## config.mk

```make
export PLATFORM = sky130hd
export DESIGN_NAME = spiral_scan_generator_top
export DESIGN_NICKNAME = d
export VERILOG_FILES = /design/src/rtl/ssg_pkg.sv /design/src/rtl/ssg_step.sv /design/src/rtl/spiral_scan_generator_top.sv
export SDC_FILE = /design/constraint.sdc
export NUM_CORES = 1
export LEC_CHECK = 0
export ABC_CLOCK_PERIOD_IN_PS = 11200
export BUFFER_PORTS_ARGS = -buffer_cell sky130_fd_sc_hd__buf_2
export CORE_ASPECT_RATIO = 0.7
export CORE_MARGIN = 5
export CORE_UTILIZATION = 50
export CTS_BUF_LIST = sky130_fd_sc_hd__clkbuf_8
export DETAILED_ROUTE_END_ITERATION = 10
export PLACE_DENSITY = 0.79
export SYNTH_ARGS = -nofsm -noshare
export SYNTH_HDL_FRONTEND = slang
export SYNTH_HIERARCHICAL = 1
export SYNTH_SLANG_ARGS = --single-unit
```

## constraint.sdc

```tcl
create_clock -name clk -period 11.2 [get_ports clk]
set_input_delay 2.24 -clock clk [delete_from_list [all_inputs] [get_ports clk]]
set_output_delay 2.24 -clock clk [all_outputs]
set_load 0.01 [all_outputs]
```

## src/rtl/ssg_pkg.sv

```systemverilog
// ----------------------------------------------------------------------------
// ssg_pkg
// Shared types, widths and codes for the spiral scan generator.
// ----------------------------------------------------------------------------
package ssg_pkg;

  // Field and state widths
  localparam int DIM_W  = 6;
  localparam int POS_W  = 6;
  localparam int ROW_W  = 5;
  localparam int NUM_W  = 11;
  localparam int SQ_W   = 2 * DIM_W;
  localparam int DIR_W  = 2;
  localparam int TURN_W = 2;
  localparam int CFG_IDX_W = 2;

  // Default largest grid side
  localparam int MAX_DIM_DEF = 32;

  // Configuration register indexes
  localparam logic [CFG_IDX_W-1:0] CFG_DIMENSION = 2'd0;
  localparam logic [CFG_IDX_W-1:0] CFG_START_DIR = 2'd1;
  localparam logic [CFG_IDX_W-1:0] CFG_ROTATION  = 2'd2;

  // Headings
  localparam logic [DIR_W-1:0] DIR_UP    = 2'd0;
  localparam logic [DIR_W-1:0] DIR_RIGHT = 2'd1;
  localparam logic [DIR_W-1:0] DIR_DOWN  = 2'd2;
  localparam logic [DIR_W-1:0] DIR_LEFT  = 2'd3;

  // Rotation senses
  localparam logic ROT_CW  = 1'b0;
  localparam logic ROT_CCW = 1'b1;

  // Turns per run length
  localparam logic [TURN_W-1:0] TURNS_PER_RUN = 2'd2;

  // Walk state carried between requests
  typedef struct packed {
    logic [POS_W-1:0]  row;
    logic [POS_W-1:0]  col;
    logic [NUM_W-1:0]  number;
    logic [DIM_W-1:0]  run_length;
    logic [DIM_W-1:0]  steps_left;
    logic [TURN_W-1:0] turns_left;
    logic [DIR_W-1:0]  heading;
    logic              active;
    logic              rot;
    logic [SQ_W-1:0]   dim_sq;
  } walk_t;

  // Result of one request
  typedef struct packed {
    logic [ROW_W-1:0] row;
    logic [ROW_W-1:0] col;
    logic [NUM_W-1:0] number;
    logic             last;
  } result_t;

  // Offsets of the start cell below the grid half for an even side,
  // packed as {row_ofs, col_ofs}
  function automatic logic [1:0] start_ofs(input logic rot, input logic [DIR_W-1:0] dir);
    logic [1:0] ofs;
    ofs = 2'b00;
    if (rot == ROT_CW) begin
      case (dir)
        DIR_UP:    ofs = 2'b01;
        DIR_RIGHT: ofs = 2'b11;
        DIR_DOWN:  ofs = 2'b10;
        DIR_LEFT:  ofs = 2'b00;
        default:   ofs = 2'b00;
      endcase
    end else begin
      case (dir)
        DIR_UP:    ofs = 2'b00;
        DIR_RIGHT: ofs = 2'b01;
        DIR_DOWN:  ofs = 2'b11;
        DIR_LEFT:  ofs = 2'b10;
        default:   ofs = 2'b00;
      endcase
    end
    return ofs;
  endfunction

endpackage

```

## src/rtl/ssg_step.sv

```systemverilog
// ----------------------------------------------------------------------------
// ssg_step
// Next-cell logic: picks the start cell on restart, forms the result and
// advances the walk state by one cell.
// ----------------------------------------------------------------------------
module ssg_step #(
  parameter int MAX_DIM = ssg_pkg::MAX_DIM_DEF
) (
  input  ssg_pkg::walk_t                   walk_i,
  input  logic                             restart_i,
  input  logic [ssg_pkg::DIM_W-1:0]        cfg_dim_i,
  input  logic [ssg_pkg::DIR_W-1:0]        cfg_dir_i,
  input  logic                             cfg_rot_i,
  output ssg_pkg::walk_t                   walk_o,
  output ssg_pkg::result_t                 result_o,
  output logic                             emit_o
);

  localparam logic [ssg_pkg::DIM_W:0] DIM_LIM = (ssg_pkg::DIM_W + 1)'(MAX_DIM);

  logic [ssg_pkg::DIM_W-1:0] n;
  logic [ssg_pkg::DIM_W-1:0] half;
  logic [1:0]                ofs;
  ssg_pkg::walk_t            start;
  ssg_pkg::walk_t            cur;
  ssg_pkg::walk_t            nxt;
  logic                      is_last;

  // Clamp the side and build the start state
  always_comb begin
    n = cfg_dim_i;
    if (n == '0) begin
      n = ssg_pkg::DIM_W'(1);
    end else if ({1'b0, n} > DIM_LIM) begin
      n = DIM_LIM[ssg_pkg::DIM_W-1:0];
    end
    half = n >> 1;
    ofs  = ssg_pkg::start_ofs(cfg_rot_i, cfg_dir_i);

    start            = walk_i;
    start.row        = n[0] ? half : half - ssg_pkg::DIM_W'(ofs[1]);
    start.col        = n[0] ? half : half - ssg_pkg::DIM_W'(ofs[0]);
    start.number     = ssg_pkg::NUM_W'(1);
    start.run_length = ssg_pkg::DIM_W'(1);
    start.steps_left = ssg_pkg::DIM_W'(1);
    start.turns_left = ssg_pkg::TURNS_PER_RUN;
    start.heading    = cfg_dir_i;
    start.active     = 1'b1;
    start.rot        = cfg_rot_i;
    start.dim_sq     = ssg_pkg::SQ_W'(n) * ssg_pkg::SQ_W'(n);
  end

  // Emit the current cell and step to the next one
  always_comb begin
    cur     = restart_i ? start : walk_i;
    is_last = ({1'b0, cur.number} == cur.dim_sq);
    nxt     = cur;
    if (cur.active) begin
      if (is_last) begin
        nxt.active = 1'b0;
      end else begin
        case (cur.heading)
          ssg_pkg::DIR_UP:    nxt.row = cur.row - ssg_pkg::POS_W'(1);
          ssg_pkg::DIR_RIGHT: nxt.col = cur.col + ssg_pkg::POS_W'(1);
          ssg_pkg::DIR_DOWN:  nxt.row = cur.row + ssg_pkg::POS_W'(1);
          default:            nxt.col = cur.col - ssg_pkg::POS_W'(1);
        endcase
        nxt.number = cur.number + ssg_pkg::NUM_W'(1);
        if (cur.steps_left == ssg_pkg::DIM_W'(1)) begin
          // end of a run: turn, and lengthen every second run
          if (cur.turns_left == ssg_pkg::TURN_W'(1)) begin
            nxt.run_length = cur.run_length + ssg_pkg::DIM_W'(1);
            nxt.turns_left = ssg_pkg::TURNS_PER_RUN;
          end else begin
            nxt.turns_left = cur.turns_left - ssg_pkg::TURN_W'(1);
          end
          nxt.steps_left = nxt.run_length;
          nxt.heading    = (cur.rot == ssg_pkg::ROT_CCW) ? cur.heading - ssg_pkg::DIR_W'(1)
                                                         : cur.heading + ssg_pkg::DIR_W'(1);
        end else begin
          nxt.steps_left = cur.steps_left - ssg_pkg::DIM_W'(1);
        end
      end
    end
  end

  assign walk_o          = nxt;
  assign emit_o          = cur.active;
  assign result_o.row    = cur.row[ssg_pkg::ROW_W-1:0];
  assign result_o.col    = cur.col[ssg_pkg::ROW_W-1:0];
  assign result_o.number = cur.number;
  assign result_o.last   = is_last;

endmodule

```

## src/rtl/spiral_scan_generator_top.sv

```systemverilog
// ----------------------------------------------------------------------------
// spiral_scan_generator_top
// Square spiral address generator walking an N by N grid from its centre.
//
//   channel  direction  handshake           payload
//   in       input      in_valid/in_stall   in_restart
//   out      output     out_valid/out_stall out_row, out_col, out_number, out_last
//   cfg      input      cfg_we              cfg_index, cfg_wdata
//
// One request per clock while in_stall is low; a result appears in the cycle after
// its request is taken. The walk state register is the only loop: start selection,
// step and last check all sit in combinational logic ahead of the result register.
// Reset (synchronous, rst_n low) leaves the walk idle: advances give nothing
// until a restart. A held result stalls input only while out_stall is high.
// ----------------------------------------------------------------------------
module spiral_scan_generator_top #(
  parameter int MAX_DIM = ssg_pkg::MAX_DIM_DEF
) (
  input  logic                              clk,
  input  logic                              rst_n,
  input  logic                              in_valid,
  output logic                              in_stall,
  input  logic                              in_restart,
  output logic                              out_valid,
  input  logic                              out_stall,
  output logic [ssg_pkg::ROW_W-1:0]         out_row,
  output logic [ssg_pkg::ROW_W-1:0]         out_col,
  output logic [ssg_pkg::NUM_W-1:0]         out_number,
  output logic                              out_last,
  input  logic                              cfg_we,
  input  logic [ssg_pkg::CFG_IDX_W-1:0]     cfg_index,
  input  logic [ssg_pkg::DIM_W-1:0]         cfg_wdata
);

  logic [ssg_pkg::DIM_W-1:0] dim_r;
  logic [ssg_pkg::DIR_W-1:0] dir_r;
  logic                      rot_r;
  ssg_pkg::walk_t            walk_r;
  ssg_pkg::walk_t            walk_nxt;
  ssg_pkg::result_t          res_nxt;
  ssg_pkg::result_t          res_r;
  logic                      emit;
  logic                      out_valid_r;
  logic                      in_acc;

  // Take a request whenever the result slot is free or being emptied
  assign in_stall = out_valid_r & out_stall;
  assign in_acc   = in_valid & ~in_stall;

  // Configuration registers
  always_ff @(posedge clk) begin
    if (!rst_n) begin
      dim_r <= ssg_pkg::DIM_W'(1);
      dir_r <= ssg_pkg::DIR_UP;
      rot_r <= ssg_pkg::ROT_CW;
    end else if (cfg_we) begin
      case (cfg_index)
        ssg_pkg::CFG_DIMENSION: dim_r <= cfg_wdata;
        ssg_pkg::CFG_START_DIR: dir_r <= cfg_wdata[ssg_pkg::DIR_W-1:0];
        ssg_pkg::CFG_ROTATION:  rot_r <= cfg_wdata[0];
        default: ;
      endcase
    end
  end

  ssg_step #(
    .MAX_DIM (MAX_DIM)
  ) u_step (
    .walk_i    (walk_r),
    .restart_i (in_restart),
    .cfg_dim_i (dim_r),
    .cfg_dir_i (dir_r),
    .cfg_rot_i (rot_r),
    .walk_o    (walk_nxt),
    .result_o  (res_nxt),
    .emit_o    (emit)
  );

  // Advance the walk on each taken request
  always_ff @(posedge clk) begin
    if (!rst_n) begin
      walk_r.row        <= '0;
      walk_r.col        <= '0;
      walk_r.number     <= '0;
      walk_r.run_length <= ssg_pkg::DIM_W'(1);
      walk_r.steps_left <= ssg_pkg::DIM_W'(1);
      walk_r.turns_left <= ssg_pkg::TURNS_PER_RUN;
      walk_r.heading    <= ssg_pkg::DIR_UP;
      walk_r.active     <= 1'b0;
      walk_r.rot        <= ssg_pkg::ROT_CW;
      walk_r.dim_sq     <= ssg_pkg::SQ_W'(1);
    end else if (in_acc) begin
      walk_r <= walk_nxt;
    end
  end

  // Result register: load on a taken request, drop once delivered
  always_ff @(posedge clk) begin
    if (!rst_n) begin
      out_valid_r <= 1'b0;
    end else if (in_acc) begin
      out_valid_r <= emit;
    end else if (!out_stall) begin
      out_valid_r <= 1'b0;
    end
  end

  always_ff @(posedge clk) begin
    if (in_acc && emit) begin
      res_r <= res_nxt;
    end
  end

  assign out_valid  = out_valid_r;
  assign out_row    = res_r.row;
  assign out_col    = res_r.col;
  assign out_number = res_r.number;
  assign out_last   = res_r.last;

  // A restart always yields cell number one next cycle
  a_restart_first: assert property (@(posedge clk) disable iff (!rst_n)
    (in_acc && in_restart) |=> (out_valid && out_number == ssg_pkg::NUM_W'(1)))
    else $error("restart did not emit cell one");

  // An advance on an idle walk yields nothing
  a_idle_quiet: assert property (@(posedge clk) disable iff (!rst_n)
    (in_acc && !in_restart && !walk_r.active) |=> !out_valid)
    else $error("idle walk produced a result");

  // Steps left in a run stay within the run length
  a_steps_range: assert property (@(posedge clk) disable iff (!rst_n)
    walk_r.active |-> (walk_r.steps_left != '0 && walk_r.steps_left <= walk_r.run_length))
    else $error("steps left outside run length");

  // The last cell closes the walk
  a_last_closes: assert property (@(posedge clk) disable iff (!rst_n)
    (in_acc && emit && res_nxt.last) |=> !walk_r.active)
    else $error("walk still active after last cell");

endmodule

```

==> flow_summary.toml <==
[global_routing]
grt_pass1_vias = 4268
track_usage = 0.182
antenna_found_initial = 0
grt_max_degree = 119
grt-ovfl-total = 0
grt_pass1_wl_mm = 21.7

[final_layout]
stdcell_count = 885
diodes = 0
syn_to_final_growth_pct = 5.04
nets = 781
drive_above_1_share = 0.121
finalInstanceArea_sq_um = 6430

[clock_tree]
numCtsBuffers = 9
postCtsSetupRepairBufs = 0
cts_tree = "built"
hold_buffers = 0
path_clk_slew_ns = 0.09
cts_root_buffer = "clkbuf_8"
insertion_delay_ns = 0.36
clock_sinks = 83
h-tree-depth = 3
cts_resized = 0
clockBufferDepth = 2

[floorplan]
core_sq_um = 11900
boundaryPins = 38
die_x_um = 142
die_h_um = 103
initial_utilization = 0.517
die_area_sq_um = 14600
rows = 33

[power_and_ir_drop]
p_per_area_nw_per_um2 = 106
ir_drop_v = 0.0000941
p_leak_nw = 2.81
total_power_mw = 0.683

[timing]
max-slew-margin-rel = 0.280
post-route-period-util = 0.527
finalSetupViolCount = 0
finalMaxSlewViolations = 0
fmax_mhz = 169
grt_setup_unrepaired = "no"
period_needed_ns = 5.90
worstMarginPinSlew_ns = 1.08
hold_viol = 0
tns_ns = 0
skew_ns = 0.0110

[worst_setup_path]
startpoint_type = "input port"
reg2reg_depth = 17
path_class = "input port to register"
r2r-start = "dim_r[5]"
path_max_fanout = 73
cp.arrival_ns = 6.12
ff2ff_setup_slack_ns = 5.32
critPathRequiredTime_ns = 11.42
timing.rr.end = "walk_r[43]"
cp-end-kind = "register"

[min_path]
hold_path.class = "register to register"
hold_end = "walk_r[15]"
worstHoldPathCells = 2
hp-start = "walk_r[15]"

[place]
dpl.cell_count = 869
place_congestion = 0.856
placed_area_sq_um = 6260
dp_hpwl_mm = 9.18
port_buffers = 37

[routing]
antenna_left = 0
drc = 0
via_per_inst = 5.51
drt_iter0_markers = 401
first_pass_iters = 5
vias = 4876
drt-wirelength-per-cell_um = 14.6
wl_mm = 12.9

[job]
maxCapViolCount = 0

[logic_synthesis]
synthCells = 711
syn_avg_cell_area_sq_um = 8.62
synth_area_sq_um = 6130
ys_warn_count = 6

[run_status]
outcome = "finished clean"
flip-flops by register name, summed over array words and instances (netlist names), 2 cells and up:
name	cells
out_row	5
walk_r	51
dir_r	2
dim_r	6
out_number	11
out_col	5
power by group:
part           internal [mW]  switching (mW)
Combinational         0.0640          0.0858
Clock                 0.0816           0.118
Sequential             0.323          0.0114
worst max-delay path, stage by stage:
cell,delay [ns]
buf_2,0.07
buf_4,0.57
clkinv_1,0.83
nor4_1,0.46
a22o_1,0.23
nand4_2,0.61
nand2_1,0.52
mux2_2,0.38
nand2_1,0.05
mux2i_1,0.09
metrics by stage:
stage	hold WS (ns)	util	setup slack (ns)
finish	0.462	0.543	5.30
global route	0.484	0.543	4.99
CTS	0.463	0.543	5.38
detailed placement	0.450	0.528	4.98
global placement	0.444	0.528	5.16
floorplan	0.432	-	6.13
layer usage:
metal  global-route usage  up-vias  part of all wire  wire length (um)
met3               0.0491       13             0.087              1130
li1                     -     2457                 -                 -
met1                0.290     2235              0.53              6780
met4               0.0416        0             0.011               143
met5                    0        -                 0                 0
met2                0.241      171              0.37              4830
how the worst max path moves through the flow:
stage                     startpoint         end  cells past startpoint
after floorplan           in_restart  walk_r[51]                     15
after global placement    in_restart  walk_r[45]                     10
after detailed placement  in_restart  walk_r[43]                     10
after CTS                   dim_r[5]  walk_r[43]                     17
after global routing        dim_r[5]  walk_r[43]                     17
final                     in_restart  walk_r[43]                     10
final cells by class:
cell class | instances | area (sq um)
clock buffer | 9 | 124
clock inverter | 7 | 52.6
fill | 1117 | 5420
inverter | 49 | 184
multi-input combinational | 541 | 3790
sequential | 83 | 1880
tap | 157 | 196
timing repair buffer | 39 | 203
placed cells by master (no fill, tap or decap), types with 4 or more instances in the layout:
cell,instances
a211oi_1,5
inv_1,48
nor3_1,9
mux2_2,14
ha_1,34
a22o_1,5
buf_2,36
o22ai_1,5
xnor2_1,27
and3_1,8
fa_1,10
xor2_1,8
conb_1,5
a21o_1,5
nor2_1,31
nand3_1,18
nand2_1,143
nand4_1,6
o21a_1,4
mux2i_1,68
or2_2,6
o21ai_0,15
dfxtp_1,61
or3_1,5
clkbuf_8,9
a21oi_1,29
edfxtp_1,22
nor2b_1,25
No activity file was read; power rests on OpenSTA's default activity.
